[config.mk]
export PLATFORM = sky130hd
export DESIGN_NAME = bresenham_line_stepper
export DESIGN_NICKNAME = d
export VERILOG_FILES = /design/src/hdl/blsp_pkg.sv /design/src/hdl/bresenham_line_stepper.sv /design/src/hdl/blsp_front.sv /design/src/hdl/blsp_queue.sv /design/src/hdl/blsp_back.sv
export SDC_FILE = /design/constraint.sdc
export NUM_CORES = 1
export LEC_CHECK = 0
export ABC_AREA = 1
export BUFFER_PORTS_ARGS = -buffer_cell sky130_fd_sc_hd__buf_2
export CAP_MARGIN = 20
export CORE_MARGIN = 3
export CORE_UTILIZATION = 50
export DETAILED_ROUTE_END_ITERATION = 8
export PLACE_DENSITY = 0.7
export SYNTH_ARGS = -nofsm -noshare
export SYNTH_HDL_FRONTEND = slang
export SYNTH_SLANG_ARGS = --single-unit
[constraint.sdc]
create_clock -name clk -period 5.7 [get_ports clk]
set_clock_uncertainty 0.05 [all_clocks]
set_input_delay 0.57 -clock clk [delete_from_list [all_inputs] [get_ports clk]]
set_output_delay 0.57 -clock clk [all_outputs]
set_load 0.02 [all_outputs]
[src/hdl/blsp_pkg.sv]
// ----------------------------------------------------------------------------
// blsp_pkg
// Types and constants shared by the Bresenham line stepper modules.
// ----------------------------------------------------------------------------
package blsp_pkg;

  localparam int COORD_BITS = 12;
  localparam int DEC_BITS   = COORD_BITS + 3;

  localparam logic CMD_START = 1'b0;
  localparam logic CMD_STEP  = 1'b1;

  typedef logic [COORD_BITS-1:0]      coord_t;
  typedef logic signed [DEC_BITS-1:0] dec_t;

  typedef struct packed {
    logic   cmd;
    coord_t x_begin;
    coord_t y_begin;
    coord_t x_end;
    coord_t y_end;
  } in_item_t;

  typedef struct packed {
    coord_t pixel_x;
    coord_t pixel_y;
    logic   last;
  } out_item_t;

  // A classified item as it waits between the front and the back.
  typedef struct packed {
    logic   is_start;
    coord_t x;
    coord_t y;
    coord_t major_end;
    dec_t   dec;
    dec_t   inc_keep;
    dec_t   inc_move;
    logic   steep;
    logic   minor_up;
    logic   last;
  } op_t;

endpackage

[src/hdl/bresenham_line_stepper.sv]
// ----------------------------------------------------------------------------
// bresenham_line_stepper
// Integer Bresenham line generator, at most one pixel per item.
// ----------------------------------------------------------------------------
// Input channel (in_valid/in_ready/in_data): a start item (cmd = start)
// carries both endpoints and yields the first pixel, taken from the endpoint
// with the smaller major coordinate. Each step item yields the next pixel;
// the final pixel has last set. A step item while no line is active yields
// nothing. A start item while a line is active abandons that line.
// Result channel (out_valid/out_ready/out_data): one pixel per result item.
// An accepted item is written into the queue; the back then takes it and
// registers its pixel in the result register. Throughput: one item per
// cycle while the receiver is ready, set by the single add and compare of
// the decision term in the back stage.
// A two-entry queue sits between the classifying front and the stepping back,
// so the input keeps taking items while a result waits; when the receiver
// stalls, at most two items plus the held result are buffered before in_ready
// drops. Reset (synchronous, rst_n low) empties the queue, drops out_valid and
// returns the stepper to idle.
// ----------------------------------------------------------------------------
module bresenham_line_stepper (
  input  logic                    clk,
  input  logic                    rst_n,
  input  logic                    in_valid,
  output logic                    in_ready,
  input  blsp_pkg::in_item_t      in_data,
  output logic                    out_valid,
  input  logic                    out_ready,
  output blsp_pkg::out_item_t     out_data
);
  import blsp_pkg::*;

  op_t  front_op;
  op_t  q_op;
  logic q_valid;
  logic q_ready;

  blsp_front u_front (
    .item (in_data),
    .op   (front_op)
  );

  blsp_queue u_queue (
    .clk        (clk),
    .rst_n      (rst_n),
    .push_valid (in_valid),
    .push_ready (in_ready),
    .push_op    (front_op),
    .pop_valid  (q_valid),
    .pop_ready  (q_ready),
    .pop_op     (q_op)
  );

  blsp_back u_back (
    .clk       (clk),
    .rst_n     (rst_n),
    .op_valid  (q_valid),
    .op_ready  (q_ready),
    .op        (q_op),
    .out_valid (out_valid),
    .out_ready (out_ready),
    .out_data  (out_data)
  );

endmodule

[src/hdl/blsp_front.sv]
// ----------------------------------------------------------------------------
// blsp_front
// Classifies an incoming item and, for a start, works out the line setup.
// ----------------------------------------------------------------------------
module blsp_front (
  input  blsp_pkg::in_item_t item,
  output blsp_pkg::op_t      op
);
  import blsp_pkg::*;

  logic signed [COORD_BITS:0] dx;
  logic signed [COORD_BITS:0] dy;
  logic [COORD_BITS-1:0] adx;
  logic [COORD_BITS-1:0] ady;
  logic [COORD_BITS-1:0] major_abs;
  logic [COORD_BITS-1:0] minor_abs;
  logic [COORD_BITS-1:0] start_major;
  logic [DEC_BITS-1:0]   minor2;
  logic [DEC_BITS-1:0]   major1;
  logic                  steep;
  logic                  from_begin;

  always_comb begin
    dx  = $signed({1'b0, item.x_end}) - $signed({1'b0, item.x_begin});
    dy  = $signed({1'b0, item.y_end}) - $signed({1'b0, item.y_begin});
    adx = dx[COORD_BITS] ? COORD_BITS'(-dx) : dx[COORD_BITS-1:0];
    ady = dy[COORD_BITS] ? COORD_BITS'(-dy) : dy[COORD_BITS-1:0];
    steep = ady > adx;

    major_abs  = steep ? ady : adx;
    minor_abs  = steep ? adx : ady;
    // The line always runs from the end with the smaller major coordinate.
    from_begin = steep ? !dy[COORD_BITS] : !dx[COORD_BITS];

    minor2 = {2'b00, minor_abs, 1'b0};
    major1 = {3'b000, major_abs};

    op.is_start  = (item.cmd == CMD_START);
    op.x         = from_begin ? item.x_begin : item.x_end;
    op.y         = from_begin ? item.y_begin : item.y_end;
    if (steep) begin
      op.major_end = from_begin ? item.y_end : item.y_begin;
    end else begin
      op.major_end = from_begin ? item.x_end : item.x_begin;
    end
    start_major  = steep ? op.y : op.x;
    op.dec       = $signed(minor2 - major1);
    op.inc_keep  = $signed(minor2);
    op.inc_move  = $signed(minor2 - {major1[DEC_BITS-2:0], 1'b0});
    op.steep     = steep;
    op.minor_up  = (dx != '0) && (dy != '0) && (dx[COORD_BITS] == dy[COORD_BITS]);
    op.last      = start_major >= op.major_end;
  end

endmodule

[src/hdl/blsp_queue.sv]
// ----------------------------------------------------------------------------
// blsp_queue
// Two-entry queue that decouples the front from the back.
// ----------------------------------------------------------------------------
module blsp_queue (
  input  logic            clk,
  input  logic            rst_n,
  input  logic            push_valid,
  output logic            push_ready,
  input  blsp_pkg::op_t   push_op,
  output logic            pop_valid,
  input  logic            pop_ready,
  output blsp_pkg::op_t   pop_op
);
  import blsp_pkg::*;

  op_t        mem_r [2];
  logic       wr_ptr_r;
  logic       rd_ptr_r;
  logic [1:0] count_r;
  logic       do_push;
  logic       do_pop;

  assign push_ready = (count_r != 2'd2);
  assign pop_valid  = (count_r != 2'd0);
  assign pop_op     = mem_r[rd_ptr_r];
  assign do_push    = push_valid && push_ready;
  assign do_pop     = pop_valid && pop_ready;

  always_ff @(posedge clk) begin
    if (!rst_n) begin
      wr_ptr_r <= 1'b0;
      rd_ptr_r <= 1'b0;
      count_r  <= 2'd0;
    end else begin
      if (do_push) begin
        wr_ptr_r <= !wr_ptr_r;
      end
      if (do_pop) begin
        rd_ptr_r <= !rd_ptr_r;
      end
      count_r <= count_r + {1'b0, do_push} - {1'b0, do_pop};
    end
  end

  always_ff @(posedge clk) begin
    if (do_push) begin
      mem_r[wr_ptr_r] <= push_op;
    end
  end

endmodule

[src/hdl/blsp_back.sv]
// ----------------------------------------------------------------------------
// blsp_back
// Holds the line state, steps it once per step item and registers the pixel.
// ----------------------------------------------------------------------------
module blsp_back (
  input  logic                clk,
  input  logic                rst_n,
  input  logic                op_valid,
  output logic                op_ready,
  input  blsp_pkg::op_t       op,
  output logic                out_valid,
  input  logic                out_ready,
  output blsp_pkg::out_item_t out_data
);
  import blsp_pkg::*;

  logic      busy_r, busy_nxt;
  coord_t    cur_x_r, cur_x_nxt;
  coord_t    cur_y_r, cur_y_nxt;
  coord_t    major_end_r, major_end_nxt;
  dec_t      dec_r, dec_nxt;
  dec_t      inc_keep_r, inc_keep_nxt;
  dec_t      inc_move_r, inc_move_nxt;
  logic      steep_r, steep_nxt;
  logic      minor_up_r, minor_up_nxt;
  logic      out_valid_r, out_valid_nxt;
  out_item_t out_r, out_nxt;

  logic      take;
  logic      move;
  coord_t    minor_step;
  coord_t    step_x;
  coord_t    step_y;
  logic      step_last;

  assign op_ready  = !out_valid_r || out_ready;
  assign take      = op_valid && op_ready;
  assign out_valid = out_valid_r;
  assign out_data  = out_r;

  always_comb begin
    // Shallow lines move the minor axis on a decision of zero, steep ones do not.
    move       = steep_r ? (!dec_r[DEC_BITS-1] && (dec_r != '0)) : !dec_r[DEC_BITS-1];
    minor_step = minor_up_r ? COORD_BITS'(1) : '1;
    if (steep_r) begin
      step_y    = cur_y_r + COORD_BITS'(1);
      step_x    = move ? cur_x_r + minor_step : cur_x_r;
      step_last = (step_y == major_end_r);
    end else begin
      step_x    = cur_x_r + COORD_BITS'(1);
      step_y    = move ? cur_y_r + minor_step : cur_y_r;
      step_last = (step_x == major_end_r);
    end

    busy_nxt      = busy_r;
    cur_x_nxt     = cur_x_r;
    cur_y_nxt     = cur_y_r;
    major_end_nxt = major_end_r;
    dec_nxt       = dec_r;
    inc_keep_nxt  = inc_keep_r;
    inc_move_nxt  = inc_move_r;
    steep_nxt     = steep_r;
    minor_up_nxt  = minor_up_r;
    out_nxt       = out_r;
    out_valid_nxt = out_valid_r && !out_ready;

    if (take && op.is_start) begin
      busy_nxt      = !op.last;
      cur_x_nxt     = op.x;
      cur_y_nxt     = op.y;
      major_end_nxt = op.major_end;
      dec_nxt       = op.dec;
      inc_keep_nxt  = op.inc_keep;
      inc_move_nxt  = op.inc_move;
      steep_nxt     = op.steep;
      minor_up_nxt  = op.minor_up;
      out_nxt       = '{pixel_x: op.x, pixel_y: op.y, last: op.last};
      out_valid_nxt = 1'b1;
    end else if (take && busy_r) begin
      busy_nxt      = !step_last;
      cur_x_nxt     = step_x;
      cur_y_nxt     = step_y;
      dec_nxt       = dec_r + (move ? inc_move_r : inc_keep_r);
      out_nxt       = '{pixel_x: step_x, pixel_y: step_y, last: step_last};
      out_valid_nxt = 1'b1;
    end
  end

  always_ff @(posedge clk) begin
    if (!rst_n) begin
      busy_r      <= 1'b0;
      out_valid_r <= 1'b0;
      cur_x_r     <= '0;
      cur_y_r     <= '0;
      major_end_r <= '0;
      dec_r       <= '0;
      inc_keep_r  <= '0;
      inc_move_r  <= '0;
      steep_r     <= 1'b0;
      minor_up_r  <= 1'b0;
    end else begin
      busy_r      <= busy_nxt;
      out_valid_r <= out_valid_nxt;
      cur_x_r     <= cur_x_nxt;
      cur_y_r     <= cur_y_nxt;
      major_end_r <= major_end_nxt;
      dec_r       <= dec_nxt;
      inc_keep_r  <= inc_keep_nxt;
      inc_move_r  <= inc_move_nxt;
      steep_r     <= steep_nxt;
      minor_up_r  <= minor_up_nxt;
    end
  end

  always_ff @(posedge clk) begin
    out_r <= out_nxt;
  end

endmodule

==> results of run 1 <==
power breakdown:
| part | leakage (uW) | switching [uW] | internal (uW) |
|---|---|---|---|
| Combinational | 0.00685 | 5340 | 3560 |
| Sequential | 0.00241 | 347 | 3380 |
| Clock | 0.000420 | 733 | 983 |
| Total | 0.00968 | 6420 | 7930 |
worst reg2reg max path, delay by kind of cell (launching register included):
| kind | cells | cell delay, ps |
|---|---|---|
| AOI/OAI and AO/OA | 7 | 1000 |
| DFF | 1 | 370 |
| adders and majority gates | 1 | 320 |
| buffers and inverters | 4 | 540 |
| and+or+nand+nor | 15 | 1650 |
layout make-up:
type                    count  area, sq um
fillers                  2835        12200
multi-input cells        1489         8540
flip-flops and latches    268         7200
repair buffers            351         2530
inverters                 253          951
clock buffers              37          763
well taps                 442          553
clock inverters            11         95.1
sequential cells by signal (all words and copies together) (netlist names), named ones only:
register and count:
u_back.out_data 25, u_back.inc_keep_r 12, u_back.busy_r 1, u_back.dec_r 15, u_queue.rd_ptr_r 1, u_queue.wr_ptr_r 1, u_back.inc_move_r 13, u_back.major_end_r 12
u_queue.count_r 2, u_back.out_valid 1, u_back.cur_y_r 12, u_queue.mem_r 158, u_back.minor_up_r 1, u_back.steep_r 1, u_back.cur_x_r 12
what timing repair did:
item	in CTS	in global routing
buffers inserted	0	14
endpoints found under the setup margin	0	14
endpoints found under the hold margin	0	0
gates resized for setup	0	65
cell families (layout without fill, tap and decap cells):
logic type | Yosys count | in the layout | synth area share [%]
fa+ha+maj | 104 | 104 | 8.02
buf+inv | 334 | 652 | 8.04
xor+xnor | 68 | 68 | 3.64
simple gates | 886 | 886 | 22.0
flops | 268 | 268 | 42.9
compound gates | 429 | 429 | 15.3
mux | 2 | 2 | 0.119
per-layer routing:
layer  vias up  share of wire [%]  wire (um)  GRT usage [%]
met1      7128                 45      21200           35.8
met4         2                2.6       1210           7.45
li1       7611                  -          -              -
met2       461                 47      22000           42.4
met5         -              0.038         18              0
met3        74                5.6       2620           3.07
metrics by stage:
step / hold WS [ps] / util [%]
after floorplan: 376 / -
after global placement: 383 / 58.9
after detailed placement: 404 / 58.9
after CTS: 249 / 61.5
after global routing: 260 / 62.9
final: 266 / 62.9
worst max path at each step:
stage,startpoint,endpoint,slack (ps),depth (start not counted)
6_report,in_data[12],u_queue.mem_r[1][0],320,36
5_1_grt,in_data[26],u_queue.mem_r[1][0],-50,40
4_1_cts,in_data[12],u_queue.mem_r[1][0],110,34
3_5_place_dp,in_data[12],u_queue.mem_r[0][0],-440,34
3_3_place_gp,in_data[12],u_queue.mem_r[0][0],-340,34
2_1_floorplan,in_data[12],u_queue.mem_r[0][42],20,38
placed cells by master, fill, tap and decap left out, types with 12 or more instances in the layout:
cell         n
buf_2       79
o21ai_2     29
dfxtp_1     84
clkbuf_16   28
nand2_1    599
ha_1        88
o21ai_0    133
nand2_2     26
nand4_1     15
edfxtp_1   183
o21ai_1     12
inv_1      222
nor3_1      16
buf_4      264
xnor2_1     16
inv_2       29
o211ai_1    47
nand3_1     74
xor2_1      42
a31oi_1     49
a21oi_1    111
nor2_1     106
==> impl_metrics.ini, run 1 <==
[synth]
synthArstFlopShare_pct = 0
yosysWarningCount = 0
synth_common_cells = nand2_1, inv_1, edfxtp_1
yosysMostFrequentCell = nand2_1
ys_types = 53
synth_top_cells_by_area = edfxtp_1, nand2_1, dfxtp_1
seq_area_frac_synth_pct = 42.9
synth-seq-cells = 268
synth_fp_nets = 2248
synth_largest_area_cell = edfxtp_1
syn_inst = 2091
synth_edf_count = 183
synth_area_sq_um = 16800
synth_ff_type = edfxtp_1
avgSynthCellArea_sq_um = 8.02
yosys.area.top_type_share_pct = 32.7

[final_layout]
final_nets = 2546
antennaDiodeCount = 0
fin_area_sq_um = 20600
area_growth_syn_to_layout_pct = 22.9
drive_above_1_share_pct = 23.2
instances_no_fill = 2851

[hold_path]
hp-class = input pin to flip-flop
holdPathEnd = u_queue.mem_r[0][81]
holdPathStages = 2
hold_path.startpoint = in_data[48]

[power]
leakagePower_uw = 0.00968
vdd_drop_max_v = 0.000284
power_density_nw_per_um2 = 696
finalPower_uw = 14400

[global_route]
grtUsageTotal_pct = 25.7
antenna_found_initial = 1
grt_pass1_vias = 14400
grt_overflow_total = 0
grt_pass1_wl_um = 74800
grt_start_max_net_pins = 79

[routing]
wl_per_cell_um = 16.5
drt_iter0_drc = 1234
wl_um = 47000
drc = 0
ant_nets = 0
dr.pass1.iters = 5
via_per_inst = 5.36
vias = 15300

[critical_path]
worstPathArrival_ps = 5620
r2r_setup_slack_ps = 1620
slowest_delay_ps = 380
cp.buffers_inverters = 9
path_max_fanout = 12
r2r-start = u_back.steep_r
crit_required_ps = 5940
worst_setup_path_start_kind = input pin
path_class = input pin to flip-flop
cpMostUsedCell = inv_2
critPathSlowestCell = fa_2
r2r.worst_path.cells = 27
critPathCaptureType = flip-flop
crit_family = simple AND/OR/NAND/NOR gates
reg2reg_to = u_back.dec_r[14]

[clock_tree]
root_buffer = clkbuf_16
clock-sinks = 268
cts.path.max_buffers = 3
clk_pin_slew_ps = 70
ctsHoldBuffers = 0
clkLatencyLatePin_ps = 540
tritoncts = built
cts.htree.levels = 1
cts_buffers = 26

[floorplan]
io_pins = 80
placementRows = 66
dieArea_sq_um = 35800
fp.dieH_um = 189
coreArea_sq_um = 32800
die_w_um = 189
initial_utilization_pct = 51.2

[run_status]
status = finished clean

[place]
postPlaceCellArea_sq_um = 19300
port_buffers = 79
routabilityCongestion = 0.920
dp_cells = 2787
post-place-ws_ps = -436
dp_hpwl_um = 34800

[timing]
final_max_slew_viol_count = 0
clock.fmax_ghz = 0.186
fin_crit_sh_pct = 94.4
finalHoldViolations = 0
fin_tns_setup_ps = 0
period_needed_ps = 5380
slew_headroom_pct = 28.1
setup_slack_ps = 318
setup_viol = 0
worstMarginPinSlew_ps = 1070

[run]
drv_cap = 0
(Power assumes the default switching activity.)
==> run 2: changes to the inputs <==
- PLACE_DENSITY: 0.7 -> 0.69
- SYNTH_HIERARCHICAL: default -> 1
==> run 2 against run 1 <==
  * Register-to-register slack lost 220 ps
  * Total power grew 6.9%
  * Utilization shrank 2.7 points
  * Critical path depth grew 4
  * Worst hold slack lost 14 ps
  * Highest routed layer is now met4
  * Critical path type unchanged
  * Global-route usage shrank 0.38 points
  * Clock power grew 19%
  * Area after synthesis grew 9.9%
  * Final area grew 5.2%
==> impl_metrics.ini, run 2 <==
[synth]
synth_ff_type = edfxtp_1
yosysWarningCount = 6
synthArstFlopShare_pct = 0
yosys.area.top_type_share_pct = 31.7
seq_area_frac_synth_pct = 41.5
ys_types = 56
avgSynthCellArea_sq_um = 8.18
synth_edf_count = 195
yosysMostFrequentCell = nand2_1
synth_area_sq_um = 18400
synth_top_cells_by_area = edfxtp_1, nand2_1, dfxtp_1
syn_inst = 2255
synth_common_cells = nand2_1, inv_1, edfxtp_1
synth_largest_area_cell = edfxtp_1
synth-seq-cells = 285

[clock_tree]
cts.path.max_buffers = 3
tritoncts = built
clk_pin_slew_ps = 70
cts.htree.levels = 1
clkLatencyLatePin_ps = 560
ctsHoldBuffers = 0
cts_buffers = 29
root_buffer = clkbuf_16
clock-sinks = 285

[floorplan]
die_w_um = 198
dieArea_sq_um = 39200
initial_utilization_pct = 51.2
placementRows = 69
coreArea_sq_um = 36000
fp.dieH_um = 198
io_pins = 80

[critical_path]
cp.buffers_inverters = 8
path_class = input pin to flip-flop
worstPathArrival_ps = 5630
crit_family = simple AND/OR/NAND/NOR gates
crit_required_ps = 5950
critPathCaptureType = flip-flop
path_max_fanout = 22
critPathSlowestCell = fa_1
worst_setup_path_start_kind = input pin
cpMostUsedCell = nand2_1
slowest_delay_ps = 390

[power]
vdd_drop_max_v = 0.000350
leakagePower_uw = 0.00997
finalPower_uw = 15300
power_density_nw_per_um2 = 707

[timing]
hold_slack_ps = 252
final_max_slew_viol_count = 0
setup_viol = 0
clock.fmax_ghz = 0.186
setup_slack_ps = 327
worstMarginPinSlew_ps = 904
finalHoldViolations = 0
period_needed_ps = 5370
slew_headroom_pct = 39.7
fin_crit_sh_pct = 94.3

[final_layout]
multi_input_area_sq_um = 9430
instances_no_fill = 2974
final_nets = 2651
most-common-layout-cells = nand2_1, inv_1, buf_4, edfxtp_1, a21oi_1
largest_register_ffs = 170
mostFrequentLayoutCell = nand2_1
top_register = u_queue/mem_r
fin_area_sq_um = 21700
drive_above_1_share_pct = 17.9
area_growth_syn_to_layout_pct = 17.6
fill_cells = 3223
regArea_sq_um = 7660
antennaDiodeCount = 0

[global_route]
grtUsageTotal_pct = 25.3
grt_pass1_vias = 15300
antenna_found_initial = 0
grt_start_max_net_pins = 59
grt_pass1_wl_um = 79600
grt_overflow_total = 0

[place]
post-place-ws_ps = -381
dp_hpwl_um = 37800
routabilityCongestion = 0.978
port_buffers = 79
postPlaceCellArea_sq_um = 20500
dp_cells = 2914

[routing]
wl_per_cell_um = 17.0
wl_um = 50600
vias = 16300
dr.pass1.iters = 5
drt_iter0_drc = 1373
drc = 0
via_per_inst = 5.47
ant_nets = 0

[run]
drv_cap = 0

[hold_path]
hp-class = input pin to flip-flop

[run_status]
status = finished clean
-- run 2: cell count changes after synthesis, sizes merged, moves of 22 or more --
cell and change:
clkbuf -30, buf +33, nand3 +89, o21ai -22, a31oi -39, a21oi +58
mux2 +85
-- run 2: cell type report --
cell class | count | share of cell area [%]
Timing Repair Buffer | 286 | 9.35
Sequential cell | 285 | 35.3
Tap cell | 461 | 2.66
Clock inverter | 17 | 1.28
Inverter | 258 | 4.47
Clock buffer | 36 | 3.47
Multi-Input combinational cell | 1631 | 43.5
-- run 2: logic make-up after synthesis --
family | Yosys count | synth area share (%)
and+or+nand+nor | 968 | 22.4
AOI/OAI and AO/OA | 406 | 12.4
buffers and inverters | 342 | 8.02
DFF | 285 | 41.5
adders and majority gates | 107 | 7.50
muxes | 86 | 5.24
xor gates and xnor gates | 60 | 2.89
other | 1 | 0.0203
-- run 2: where the power goes --
part	switching [uW]	internal [uW]	leakage (uW)
sequential	441	3550	0.00257
clock	793	1260	0.000497
combinational	5610	3690	0.00690
total	6850	8500	0.00997
-- run 2: worst paths after layout --
| kind | start | end | slack [ps] | cells after the start |
|---|---|---|---|---|
| setup / recovery | in_data[0] | u_queue/mem_r[1][0] | 330 | 40 |
| hold / removal | in_data[48] | u_queue/mem_r[0][84] | 250 | 2 |
| setup reg to reg | u_back/steep_r | u_back/dec_r[12] | 1400 | 20 |
| hold reg to reg | u_back/inc_move_r[2] | u_back/inc_move_r[2] | 400 | 2 |
-- run 2: through the flow --
step	setup TNS [ps]	util, %
finish	0	60.3
global route	-21.4	60.3
CTS	0	59.8
detailed placement	-3240	57.0
global placement	-1600	57.0
floorplan	0	-
-- run 2: repair_timing --
action	in CTS	in global routing
gates resized for setup	0	22
buffers inserted	0	5
endpoints found under the hold margin	0	0
endpoints found under the setup margin	0	14
-- run 2: worst register-to-register path, delay by kind of cell, from the launching register on --
family	cells	cell delay, ps
adder cells (fa/ha/maj)	2	670
flip-flops	1	320
AO/OA/AOI/OAI	6	980
buffers and inverters	2	680
AND/OR/NAND/NOR	10	1440
-- run 2: routing by layer --
metal,routed length [um],vias to the layer above,track usage (%)
li1,-,8055,-
met1,22700,7558,36.0
met2,22800,548,40.4
met3,3560,107,3.32
met4,1510,0,8.31
met5,0,-,0
